===== src/hw/rtl/assert_macros.svh =====
// Assertion macros shared by the RTL modules of the UTF-8 to UTF-16 copy block.
`ifndef ASSERT_MACROS_SVH
`define ASSERT_MACROS_SVH

// Same-cycle implication, checked at every rising clock edge outside reset.
`define ASSERT_IMPLY(lbl, clk, rst, ante, cons) \
   lbl: assert property (@(posedge clk) disable iff (rst) (ante) |-> (cons)) \
      else $error("assertion failed");

// Next-cycle implication, checked at every rising clock edge outside reset.
`define ASSERT_NEXT(lbl, clk, rst, ante, cons) \
   lbl: assert property (@(posedge clk) disable iff (rst) (ante) |=> (cons)) \
      else $error("assertion failed");

`endif


===== src/hw/rtl/utu_pkg.sv =====
// Shared types, constants and helper functions of the UTF-8 to UTF-16 copy block.
`default_nettype none

package utu_pkg;

   // Width of the length arithmetic; sets where remaining_bytes saturates.
   localparam int LENGTH_WIDTH = 32;
   localparam logic [32:0] LEN_LIMIT = (LENGTH_WIDTH >= 32) ? 33'h0_FFFF_FFFF :
                                       ((33'd1 << LENGTH_WIDTH) - 33'd1);

   localparam int CSR_ADDR_WIDTH = 4;
   localparam int SLOT_COUNT     = 4;

   localparam logic [15:0] UNIT_FILLER = 16'h0058;
   localparam logic [15:0] UNIT_NUL    = 16'h0000;
   localparam logic [15:0] SURR_HIGH   = 16'hD800;
   localparam logic [15:0] SURR_LOW    = 16'hDC00;
   localparam logic [31:0] SUPP_BASE   = 32'h0001_0000;

   typedef enum logic [1:0] {
      REG_SKIP    = 2'd0,
      REG_BUFFER  = 2'd1,
      REG_LENIENT = 2'd2
   } reg_index_type;

   typedef enum logic [1:0] {
      KIND_DATA    = 2'd0,
      KIND_TERM    = 2'd1,
      KIND_SUMMARY = 2'd2
   } kind_type;

   typedef struct packed {
      logic [31:0] skip_bytes;
      logic [15:0] dest_size;
      logic        lenient_mode;
   } cfg_type;

   // All result words caused by one source word, in delivery order.
   typedef struct packed {
      logic [2:0]                   count;
      logic [SLOT_COUNT-1:0][1:0]   kind;
      logic [SLOT_COUNT-1:0][15:0]  unit;
      logic [31:0]                  remaining_bytes;
      logic [14:0]                  copied_units;
      logic                         truncated;
   } bundle_type;

   // Sequence length announced by a lead byte; a stray byte counts as one.
   function automatic logic [2:0] lead_length(logic [7:0] b);
      logic [2:0] len;
      if (b[7] == 1'b0)            len = 3'd1;
      else if (b[7:5] == 3'b110)   len = 3'd2;
      else if (b[7:4] == 4'b1110)  len = 3'd3;
      else if (b[7:3] == 5'b11110) len = 3'd4;
      else                         len = 3'd1;
      return len;
   endfunction

endpackage

`default_nettype wire


===== src/hw/rtl/utu_csr.sv =====
// Configuration register file with its APB-style access port.
`default_nettype none

module utu_csr (
   input  logic                                clock,
   input  logic                                reset,
   input  logic                                csr_psel,
   input  logic                                csr_penable,
   input  logic                                csr_pwrite,
   input  logic [utu_pkg::CSR_ADDR_WIDTH-1:0]  csr_paddr,
   input  logic [31:0]                         csr_pwdata,
   output logic [31:0]                         csr_prdata,
   output logic                                csr_pready,
   output utu_pkg::cfg_type                    cfg
);

   utu_pkg::cfg_type cfg_ff;
   utu_pkg::cfg_type cfg_in;
   logic             wr_en;

   assign csr_pready = 1'b1;
   assign wr_en      = csr_psel & csr_penable & csr_pwrite & csr_pready;
   assign cfg        = cfg_ff;

   always_comb begin
      cfg_in = cfg_ff;
      if (wr_en) begin
         unique case (utu_pkg::reg_index_type'(csr_paddr[3:2]))
            utu_pkg::REG_SKIP:    cfg_in.skip_bytes   = csr_pwdata;
            utu_pkg::REG_BUFFER:  cfg_in.dest_size    = csr_pwdata[15:0];
            utu_pkg::REG_LENIENT: cfg_in.lenient_mode = csr_pwdata[0];
            default:              cfg_in = cfg_ff;
         endcase
      end
   end

   always_comb begin
      unique case (utu_pkg::reg_index_type'(csr_paddr[3:2]))
         utu_pkg::REG_SKIP:    csr_prdata = cfg_ff.skip_bytes;
         utu_pkg::REG_BUFFER:  csr_prdata = {16'd0, cfg_ff.dest_size};
         utu_pkg::REG_LENIENT: csr_prdata = {31'd0, cfg_ff.lenient_mode};
         default:              csr_prdata = 32'd0;
      endcase
   end

   always_ff @(posedge clock) begin
      if (reset) begin
         cfg_ff <= '0;
      end else begin
         cfg_ff <= cfg_in;
      end
   end

endmodule

`default_nettype wire


===== src/hw/rtl/utu_core.sv =====
// Input register, per-string decode state and the single-pass transcode logic.
`default_nettype none

module utu_core (
   input  logic                clock,
   input  logic                reset,
   input  utu_pkg::cfg_type    cfg,
   input  logic                req_tvalid,
   output logic                req_tready,
   input  logic [7:0]          req_tdata,
   input  logic                req_tuser,
   input  logic                req_tlast,
   input  logic                out_ready,
   output logic                bundle_load,
   output utu_pkg::bundle_type bundle
);

`include "assert_macros.svh"

   // Input register.
   logic        in_valid_ff;
   logic [7:0]  in_byte_ff;
   logic        in_bvalid_ff;
   logic        in_end_ff;

   // Per-string state.
   logic [31:0] pos_ff,     pos_in;
   logic [20:0] val_ff,     val_in;
   logic [2:0]  exp_ff,     exp_in;
   logic [2:0]  cnt_ff,     cnt_in;
   logic [7:0]  lead_ff,    lead_in;
   logic [14:0] written_ff, written_in;
   logic [31:0] avail_ff,   avail_in;
   logic        stopped_ff, stopped_in;

   logic        advance;
   logic        keep;
   logic [31:0] pos_s;
   logic [2:0]  len;
   logic [7:0]  lead_s;
   logic [20:0] val_s;
   logic [2:0]  exp_s;
   logic [2:0]  cnt_s;
   logic        fin;
   logic [2:0]  fin_len;
   logic [7:0]  fin_lead;
   logic [20:0] fin_val;
   logic [20:0] cp;
   logic [1:0]  units;
   logic [32:0] avail_sum;
   logic [31:0] avail_f;
   logic [14:0] written_f;
   logic        stopped_f;
   logic        buf_ok;
   logic [14:0] cap;
   logic [15:0] need;
   logic        emit;
   logic [31:0] v;
   logic [15:0] unit_hi;
   logic [15:0] unit_lo;
   logic [32:0] rem_full;
   logic [2:0]  n;

   function automatic logic [20:0] code_point(logic [2:0] l, logic [7:0] ld, logic [20:0] vl);
      logic [20:0] r;
      case (l)
         3'd2:    r = {10'd0, ld[4:0], vl[5:0]};
         3'd3:    r = {5'd0, ld[3:0], vl[11:0]};
         3'd4:    r = {ld[2:0], vl[17:0]};
         default: r = {13'd0, ld};
      endcase
      return r;
   endfunction

   assign advance     = in_valid_ff & ((bundle.count == 3'd0) | out_ready);
   assign req_tready  = ~in_valid_ff | advance;
   assign bundle_load = advance & (bundle.count != 3'd0);

   // Byte handling: open a sequence on a lead byte or extend the open one.
   always_comb begin
      keep     = in_bvalid_ff & (pos_ff >= cfg.skip_bytes);
      pos_s    = (in_bvalid_ff && pos_ff != 32'hFFFF_FFFF) ? pos_ff + 32'd1 : pos_ff;
      len      = utu_pkg::lead_length(in_byte_ff);
      lead_s   = lead_ff;
      val_s    = val_ff;
      exp_s    = exp_ff;
      cnt_s    = cnt_ff;
      fin      = 1'b0;
      fin_len  = 3'd0;
      fin_lead = lead_ff;
      fin_val  = val_ff;
      if (keep) begin
         if (exp_ff == 3'd0) begin
            lead_s = in_byte_ff;
            val_s  = 21'd0;
            cnt_s  = 3'd1;
            if (len == 3'd1) begin
               fin      = 1'b1;
               fin_len  = 3'd1;
               fin_lead = in_byte_ff;
               fin_val  = 21'd0;
            end else begin
               exp_s = len;
            end
         end else begin
            val_s = {val_ff[14:0], in_byte_ff[5:0]};
            cnt_s = cnt_ff + 3'd1;
            if (cnt_s >= exp_ff) begin
               fin      = 1'b1;
               fin_len  = exp_ff;
               fin_lead = lead_ff;
               fin_val  = val_s;
            end
         end
      end
      // A sequence still open at end of string closes at its received length.
      if (in_end_ff && !fin && exp_s != 3'd0) begin
         fin      = 1'b1;
         fin_len  = cnt_s;
         fin_lead = lead_s;
         fin_val  = val_s;
      end
      if (fin) begin
         exp_s = 3'd0;
         cnt_s = 3'd0;
         val_s = 21'd0;
      end
   end

   // Finished sequence: count its units and copy them while they fit.
   always_comb begin
      cp        = code_point(fin_len, fin_lead, fin_val);
      units     = (fin_len == 3'd4) ? 2'd2 : 2'd1;
      avail_sum = {1'b0, avail_ff} + {31'd0, units};
      avail_f   = avail_ff;
      if (fin) begin
         avail_f = avail_sum[32] ? 32'hFFFF_FFFF : avail_sum[31:0];
      end
      buf_ok    = |cfg.dest_size[15:1];
      cap       = cfg.dest_size[15:1] - 15'd1;
      need      = {1'b0, written_ff} + {14'd0, units};
      emit      = 1'b0;
      written_f = written_ff;
      stopped_f = stopped_ff;
      if (fin && buf_ok && !stopped_ff) begin
         if (need > {1'b0, cap}) begin
            stopped_f = 1'b1;
         end else begin
            emit      = 1'b1;
            written_f = need[14:0];
         end
      end
      v       = {11'd0, cp} - utu_pkg::SUPP_BASE;
      unit_hi = utu_pkg::SURR_HIGH + v[25:10];
      unit_lo = utu_pkg::SURR_LOW + {6'd0, v[9:0]};
   end

   // Result words of this source word, packed in delivery order.
   always_comb begin
      bundle   = '0;
      n        = 3'd0;
      rem_full = {avail_f, 1'b0};
      if (emit) begin
         bundle.kind[n[1:0]] = utu_pkg::KIND_DATA;
         bundle.unit[n[1:0]] = (units == 2'd2) ? unit_hi : cp[15:0];
         n = n + 3'd1;
         if (units == 2'd2) begin
            bundle.kind[n[1:0]] = utu_pkg::KIND_DATA;
            bundle.unit[n[1:0]] = unit_lo;
            n = n + 3'd1;
         end
      end
      if (in_end_ff) begin
         if (buf_ok) begin
            bundle.kind[n[1:0]] = utu_pkg::KIND_TERM;
            bundle.unit[n[1:0]] = cfg.lenient_mode ? utu_pkg::UNIT_FILLER : utu_pkg::UNIT_NUL;
            n = n + 3'd1;
         end
         bundle.kind[n[1:0]]    = utu_pkg::KIND_SUMMARY;
         bundle.unit[n[1:0]]    = 16'd0;
         n = n + 3'd1;
         bundle.remaining_bytes = (rem_full > utu_pkg::LEN_LIMIT) ?
                                  utu_pkg::LEN_LIMIT[31:0] : rem_full[31:0];
         bundle.copied_units    = written_f;
         bundle.truncated       = ({17'd0, written_f} < avail_f);
      end
      bundle.count = n;
   end

   // End of string returns all per-string state to zero.
   always_comb begin
      if (in_end_ff) begin
         pos_in     = 32'd0;
         val_in     = 21'd0;
         exp_in     = 3'd0;
         cnt_in     = 3'd0;
         lead_in    = 8'd0;
         written_in = 15'd0;
         avail_in   = 32'd0;
         stopped_in = 1'b0;
      end else begin
         pos_in     = pos_s;
         val_in     = val_s;
         exp_in     = exp_s;
         cnt_in     = cnt_s;
         lead_in    = lead_s;
         written_in = written_f;
         avail_in   = avail_f;
         stopped_in = stopped_f;
      end
   end

   always_ff @(posedge clock) begin
      if (reset) begin
         in_valid_ff <= 1'b0;
      end else if (req_tready) begin
         in_valid_ff <= req_tvalid;
      end
   end

   always_ff @(posedge clock) begin
      if (req_tready && req_tvalid) begin
         in_byte_ff   <= req_tdata;
         in_bvalid_ff <= req_tuser;
         in_end_ff    <= req_tlast;
      end
   end

   always_ff @(posedge clock) begin
      if (reset) begin
         pos_ff     <= 32'd0;
         val_ff     <= 21'd0;
         exp_ff     <= 3'd0;
         cnt_ff     <= 3'd0;
         lead_ff    <= 8'd0;
         written_ff <= 15'd0;
         avail_ff   <= 32'd0;
         stopped_ff <= 1'b0;
      end else if (advance) begin
         pos_ff     <= pos_in;
         val_ff     <= val_in;
         exp_ff     <= exp_in;
         cnt_ff     <= cnt_in;
         lead_ff    <= lead_in;
         written_ff <= written_in;
         avail_ff   <= avail_in;
         stopped_ff <= stopped_in;
      end
   end

   `ASSERT_IMPLY(a_seq_bounds, clock, reset, exp_ff != 3'd0, cnt_ff != 3'd0 && cnt_ff < exp_ff)
   `ASSERT_IMPLY(a_written_le_avail, clock, reset, 1'b1, {17'd0, written_ff} <= avail_ff)
   `ASSERT_NEXT(a_end_clears, clock, reset, advance && in_end_ff, pos_ff == 32'd0 && exp_ff == 3'd0 && avail_ff == 32'd0)

endmodule

`default_nettype wire


===== src/hw/rtl/utu_out.sv =====
// Result register that hands the words of one bundle out one per cycle while rsp_tready is high.
`default_nettype none

module utu_out (
   input  logic                clock,
   input  logic                reset,
   input  logic                bundle_load,
   input  utu_pkg::bundle_type bundle,
   output logic                out_ready,
   output logic                rsp_tvalid,
   input  logic                rsp_tready,
   output logic [71:0]         rsp_tdata,
   output logic [1:0]          rsp_tuser,
   output logic                rsp_tlast
);

`include "assert_macros.svh"

   utu_pkg::bundle_type bundle_ff;
   logic                busy_ff, busy_in;
   logic [1:0]          idx_ff,  idx_in;
   logic                take;
   logic                last_take;
   logic                is_sum;
   logic [15:0]         unit;

   assign take      = busy_ff & rsp_tready;
   assign last_take = take & (({1'b0, idx_ff} + 3'd1) == bundle_ff.count);
   assign out_ready = ~busy_ff | last_take;

   always_comb begin
      busy_in = busy_ff;
      idx_in  = idx_ff;
      if (bundle_load) begin
         busy_in = 1'b1;
         idx_in  = 2'd0;
      end else if (last_take) begin
         busy_in = 1'b0;
      end else if (take) begin
         idx_in  = idx_ff + 2'd1;
      end
   end

   // Summary fields read as zero on every word but the summary.
   always_comb begin
      is_sum     = (bundle_ff.kind[idx_ff] == utu_pkg::KIND_SUMMARY);
      unit       = bundle_ff.unit[idx_ff];
      rsp_tvalid = busy_ff;
      rsp_tuser  = bundle_ff.kind[idx_ff];
      rsp_tlast  = busy_ff & is_sum;
      if (is_sum) begin
         rsp_tdata = {7'd0, bundle_ff.truncated, bundle_ff.truncated,
                      bundle_ff.copied_units, bundle_ff.remaining_bytes, unit};
      end else begin
         rsp_tdata = {56'd0, unit};
      end
   end

   always_ff @(posedge clock) begin
      if (reset) begin
         busy_ff <= 1'b0;
         idx_ff  <= 2'd0;
      end else begin
         busy_ff <= busy_in;
         idx_ff  <= idx_in;
      end
   end

   always_ff @(posedge clock) begin
      if (bundle_load) begin
         bundle_ff <= bundle;
      end
   end

   `ASSERT_IMPLY(a_busy_count, clock, reset, busy_ff, bundle_ff.count != 3'd0 && {1'b0, idx_ff} < bundle_ff.count)
   `ASSERT_IMPLY(a_summary_last, clock, reset, rsp_tlast, ({1'b0, idx_ff} + 3'd1) == bundle_ff.count)

endmodule

`default_nettype wire


===== src/hw/rtl/utf8_to_utf16_bounded_copy.sv =====
// Top level of the UTF-8 to UTF-16 transcoder with bounded copy into a unit buffer.
`default_nettype none

// Channel   Direction  Word contents
// req_      in         tdata[7:0] data_byte, tuser byte_valid, tlast end_of_string
// rsp_      out        tdata unit/summary fields, tuser item_kind, tlast last_result
// csr_      in/out     APB-style registers: 0x0 skip_bytes, 0x4 target size in bytes,
//                      0x8 lenient_mode
//
// A source word goes from the input register through the transcode logic into the
// result register as a bundle of zero to four result words.
// The result register hands out one word per cycle while rsp_tready is high, and a
// word with no results moves on without entering it; single-word traffic runs back
// to back. Reset is synchronous and clears the channels, string state and registers.
// A stall on rsp_tready holds the bundle, and a waiting word with results drops req_tready.
module utf8_to_utf16_bounded_copy (
   input  logic                                clock,
   input  logic                                reset,

   input  logic                                req_tvalid,
   output logic                                req_tready,
   // data_byte [7:0]
   input  logic [7:0]                          req_tdata,
   // byte_valid [0]
   input  logic                                req_tuser,
   input  logic                                req_tlast,

   output logic                                rsp_tvalid,
   input  logic                                rsp_tready,
   // unit_value [15:0], remaining_bytes [47:16], copied_units [62:48],
   // truncated [63], truncated copy [64], zero fill [71:65]
   output logic [71:0]                         rsp_tdata,
   // item_kind [1:0]
   output logic [1:0]                          rsp_tuser,
   output logic                                rsp_tlast,

   input  logic                                csr_psel,
   input  logic                                csr_penable,
   input  logic                                csr_pwrite,
   input  logic [utu_pkg::CSR_ADDR_WIDTH-1:0]  csr_paddr,
   input  logic [31:0]                         csr_pwdata,
   output logic [31:0]                         csr_prdata,
   output logic                                csr_pready
);

   utu_pkg::cfg_type    cfg;
   utu_pkg::bundle_type bundle;
   logic                bundle_load;
   logic                out_ready;

   // Register file; the user changes configuration only while the block is idle (unenforced).
   utu_csr u_csr (
      .clock       (clock),
      .reset       (reset),
      .csr_psel    (csr_psel),
      .csr_penable (csr_penable),
      .csr_pwrite  (csr_pwrite),
      .csr_paddr   (csr_paddr),
      .csr_pwdata  (csr_pwdata),
      .csr_prdata  (csr_prdata),
      .csr_pready  (csr_pready),
      .cfg         (cfg)
   );

   // Sequence grouping, surrogate split, bounded copy and the end-of-string summary.
   utu_core u_core (
      .clock       (clock),
      .reset       (reset),
      .cfg         (cfg),
      .req_tvalid  (req_tvalid),
      .req_tready  (req_tready),
      .req_tdata   (req_tdata),
      .req_tuser   (req_tuser),
      .req_tlast   (req_tlast),
      .out_ready   (out_ready),
      .bundle_load (bundle_load),
      .bundle      (bundle)
   );

   // Result register that serializes each bundle onto the rsp_ channel.
   utu_out u_out (
      .clock       (clock),
      .reset       (reset),
      .bundle_load (bundle_load),
      .bundle      (bundle),
      .out_ready   (out_ready),
      .rsp_tvalid  (rsp_tvalid),
      .rsp_tready  (rsp_tready),
      .rsp_tdata   (rsp_tdata),
      .rsp_tuser   (rsp_tuser),
      .rsp_tlast   (rsp_tlast)
   );

endmodule

`default_nettype wire

===== config.mk =====
export PLATFORM = sky130hd
export DESIGN_NAME = utf8_to_utf16_bounded_copy
export DESIGN_NICKNAME = d
export VERILOG_FILES = /design/src/hw/rtl/utu_pkg.sv /design/src/hw/rtl/utu_csr.sv /design/src/hw/rtl/utu_core.sv /design/src/hw/rtl/utu_out.sv /design/src/hw/rtl/utf8_to_utf16_bounded_copy.sv
export VERILOG_INCLUDE_DIRS = /design/src /design/src/hw/rtl
export SDC_FILE = /design/constraint.sdc
export NUM_CORES = 1
export LEC_CHECK = 0
export BUFFER_PORTS_ARGS = -buffer_cell sky130_fd_sc_hd__buf_2
export CELL_PAD_IN_SITES_DETAIL_PLACEMENT = 0
export CELL_PAD_IN_SITES_GLOBAL_PLACEMENT = 2
export CORE_ASPECT_RATIO = 0.5
export CORE_MARGIN = 2
export CORE_UTILIZATION = 35
export DETAILED_ROUTE_END_ITERATION = 10
export PLACE_DENSITY_LB_ADDON = 0.1
export RECOVER_POWER = 100
export SYNTH_ARGS = -nofsm -noshare
export SYNTH_HDL_FRONTEND = slang
export SYNTH_SLANG_ARGS = --single-unit

===== constraint.sdc =====
create_clock -name clock -period 14.5 [get_ports clock]
set_clock_uncertainty 0.05 [all_clocks]
set_input_delay 2.9 -clock clock [delete_from_list [all_inputs] [get_ports clock]]
set_output_delay 2.9 -clock clock [all_outputs]
set_load 0.01 [all_outputs]

==> run_results.csv <==
group,metric,value,unit
logic_synthesis,synthesized_area_fraction_occupied_by_xor_and_xnor_cells,0.0316,
detailed_routing,routed-via-count,14169,
outcome,failed_checks,"max-capacitance violations, max-slew violations",
finish,fin_nets,2118,
floorplanning,initial_utilization,0.359,
detailed_routing,drt_drc_violations_left,0,
floorplanning,die_area,48600,sq um
sta,max_freq,76.8,MHz
sta,worst-slew-pin-transition,2040,ps
cts,tritoncts.num_buffers,28,
sta,max_slew_margin,-0.362,
worst_setup_path,critPathKind,"reg -> out",
min_path,timing.hold.worst.start,"u_csr.cfg[41]",
logic_synthesis,ys_ff_latch,263,
sta,tns,0,ps
logic_synthesis,synth.yosys.seq_area_share,0.382,
finish,final_common_cell,"nand2_1",
logic_synthesis,ys_warn_count,0,
logic_synthesis,synthMuxAreaShare,0.0521,
global_route,grt_antenna_before_repair,3,
logic_synthesis,yosys.area_share.simple,0.248,
sta,finalCritPeriodShare,0.898,
floorplanning,chipHeight,157,um
worst_setup_path,reg2reg_depth,37,
cts,cts_num_sinks,263,
cts,postCtsResizedCells,0,
detailed_routing,drtAntennaViolNets,0,
power,power.density_cell_area,98.6,nW/um^2
finish,final_area,18400,sq um
floorplanning,ioPinCount,163,
power,peakVddDrop,0.0775,mV
sta,layout_min_cycle_time,13020,ps
logic_synthesis,synthesis.area,16400,sq um
worst_setup_path,most_repeated_library_cell_on_the_critical_path,"ha_1",
worst_setup_path,startpoint_of_the_most_critical_register_to_register_path,"u_csr.cfg[31]",
logic_synthesis,yosys.cell_types.count,88,
sta,report.final.slew_viol_count,162,
cts,hold_buffers,0,
sta,finalSetupViolations,0,
flow_run,max_cap_check_violation_count,5,
logic_synthesis,postSynthAreaPerCell,8.60,sq um
worst_setup_path,critical_path.max_stage_delay,860,ps
worst_setup_path,worstPathRequired,11550,ps
finish,layout-drive-gt1-share,0.0906,
global_route,globalRoute.totalOverflow,0,
detailed_routing,finalWirelength,51.3,mm
global_route,grt_start_max_net_pins,64,
worst_setup_path,cp_slowest_cell,"or2_1",
min_path,min_delay_worst_endpoint,"u_csr.cfg[41]",
cts,clk_pin_slew,60,ps
worst_setup_path,critical_path.startpoint_type,"register",
detailed_routing,post_drt_via_cell_ratio,5.37,
min_path,worst_hold_path_type,"reg -> reg",
logic_synthesis,synthesis.instances,1903,
finish,syn2layout_area_growth,12.7,%
global_route,vias_in_the_first_global_route,13095,
detailed_routing,wl_per_cell,19.4,um
floorplanning,floorplan.die.width,310,um
global_route,grt_first_pass_wirelength,79.2,mm
outcome,outcome,"complete, but fails checks",
placement,globalplace.congestion,0.807,
logic_synthesis,synth_adder_area_share,0.0606,
cts,post-cts-setup-buffer-count,0,
cts,cts-root-to-sink-buffers,3,
logic_synthesis,synth-compound-area-share,0.172,
sta,rsz0062_at_grt,"no",
cts,cts_root_buf,"clkbuf_16",
detailed_routing,drt_first_iter_violations,1086,
placement,post-dp-hpwl,36.0,mm
floorplanning,row_count,55,
logic_synthesis,synth_top_flop_cell,"dfxtp_1",
cts,clkLatencyLatePin,580,ps
logic_synthesis,synthArstFlopShare,0,
logic_synthesis,synth_top_family_by_area,"simple AND/OR/NAND/NOR gates",
worst_setup_path,critical_path.max_fanout,27,
cts,ctsHtreeMaxLevel,1,
sta,hold_viol_final,0,
power,p_leak,0.00647,uW
cts,tritoncts,"yes",
worst_setup_path,endpoint_kind,"output pin",
placement,port_buffers,152,
placement,dpl-instance-area,17600,sq um
worst_setup_path,timing.rr.end,"u_core.avail_ff[8]",
detailed_routing,drtPass1Iterations,5,
min_path,timing.hold.worst_path_depth,2,
worst_setup_path,cp_data_arrival_time,10070,ps
worst_setup_path,regToRegSetupSlack,1520,ps
global_route,grt_util_all_layers,0.209,
floorplanning,fp.coreArea,45600,sq um
finish,mostFrequentLayoutCells,"230 x nand2_1, 185 x a21oi_1, 165 x dfxtp_1",
power,report.power.total,1820,uW
logic_synthesis,synth_edf_count,98,
finish,num-fill-cells,4759,
==> critical path, delay by kind of cell (launching register included) <==
family | cells | cell delay, ps
adder cells (fa/ha/maj) | 6 | 1600
buffers and inverters | 5 | 540
AND/OR/NAND/NOR | 10 | 3340
AO/OA/AOI/OAI | 11 | 3560
XOR/XNOR | 1 | 90
flip-flops | 1 | 370
==> stage by stage <==
step           setup WS [ps]  instances  utilization  hold WS [ps]
2_1_floorplan           4300       1911            -           386
3_3_place_gp            2120       2584        0.386           395
3_5_place_dp            2150       2584        0.386           396
4_1_cts                 1490       2636        0.408           405
5_1_grt                  361       2638        0.404           420
6_report                1480       2638        0.404           402
==> cell usage after synthesis, drive strengths merged, types with 51 or more instances <==
library cell / instances / area [sq um]
a21oi: 189 / 965
and2: 77 / 482
buf: 52 / 312
clkbuf: 84 / 317
dfxtp: 165 / 3300
edfxtp: 98 / 2940
ha: 76 / 951
inv: 62 / 233
mux2i: 66 / 661
nand2: 230 / 863
nand3: 101 / 505
nor2: 113 / 424
nor3: 62 / 349
o21ai: 51 / 259
==> power breakdown <==
part | internal (uW) | switching, uW | total (uW)
clock network | 481 | 332 | 813
registers | 784 | 11.8 | 796
logic | 63.6 | 145 | 208
==> layer usage <==
metal	vias up	global-route usage	share of wire
met1	6773	0.312	0.51
li1	7083	-	-
met3	36	0.0349	0.042
met4	0	0.0294	0.012
met2	277	0.319	0.43
met5	-	0	0
==> registers in the layout, summed over array words and instances, names as in the netlist <==
name / count
u_csr.cfg: 49
u_out.bundle_ff: 88
u_out.rsp_tvalid: 1
u_core.in_valid_ff: 1
u_core.in_bvalid_ff: 1
u_core.written_ff: 15
u_core.exp_ff: 3
u_out.idx_ff: 2
u_core.stopped_ff: 1
u_core.in_end_ff: 1
u_core.lead_ff: 8
u_core.val_ff: 18
u_core.avail_ff: 32
u_core.in_byte_ff: 8
u_core.cnt_ff: 3
u_core.pos_ff: 32
==> worst max path at each step <==
| stage | from | end | slack [ps] | cells after the start |
|---|---|---|---|---|
| after floorplan | u_core.pos_ff[0] | req_tready | 4300 | 35 |
| after global placement | u_core.pos_ff[15] | req_tready | 2120 | 32 |
| after detailed placement | u_core.pos_ff[15] | req_tready | 2150 | 32 |
| after CTS | u_core.pos_ff[13] | req_tready | 1490 | 32 |
| after global routing | u_csr.cfg[32] | u_core.avail_ff[8] | 360 | 37 |
| final | u_csr.cfg[31] | req_tready | 1480 | 33 |
==> logic make-up (layout without fill, tap and decap cells) <==
family                   after synthesis  count (layout)
AND/OR/NAND/NOR                      795             795
AO/OA/AOI/OAI                        429             429
adder cells (fa/ha/maj)               78              78
multiplexers                          78              78
XOR/XNOR                              59              59
buffers and inverters                199             297
other                                  2              12
flip-flops                           263             263
==> area by class of cell <==
type / instances / area [sq um] / share of cell area
Tap cell: 627 / 785 / 0.0426
Sequential cell: 263 / 6250 / 0.339
Antenna cell: 2 / 5.00 / 0.000272
Timing Repair Buffer: 182 / 878 / 0.0477
Clock buffer: 36 / 803 / 0.0436
Clock inverter: 16 / 219 / 0.0119
Multi-Input combinational cell: 1449 / 9260 / 0.502
Inverter: 63 / 236 / 0.0128
Note: power is estimated with default switching activity, not from simulation.
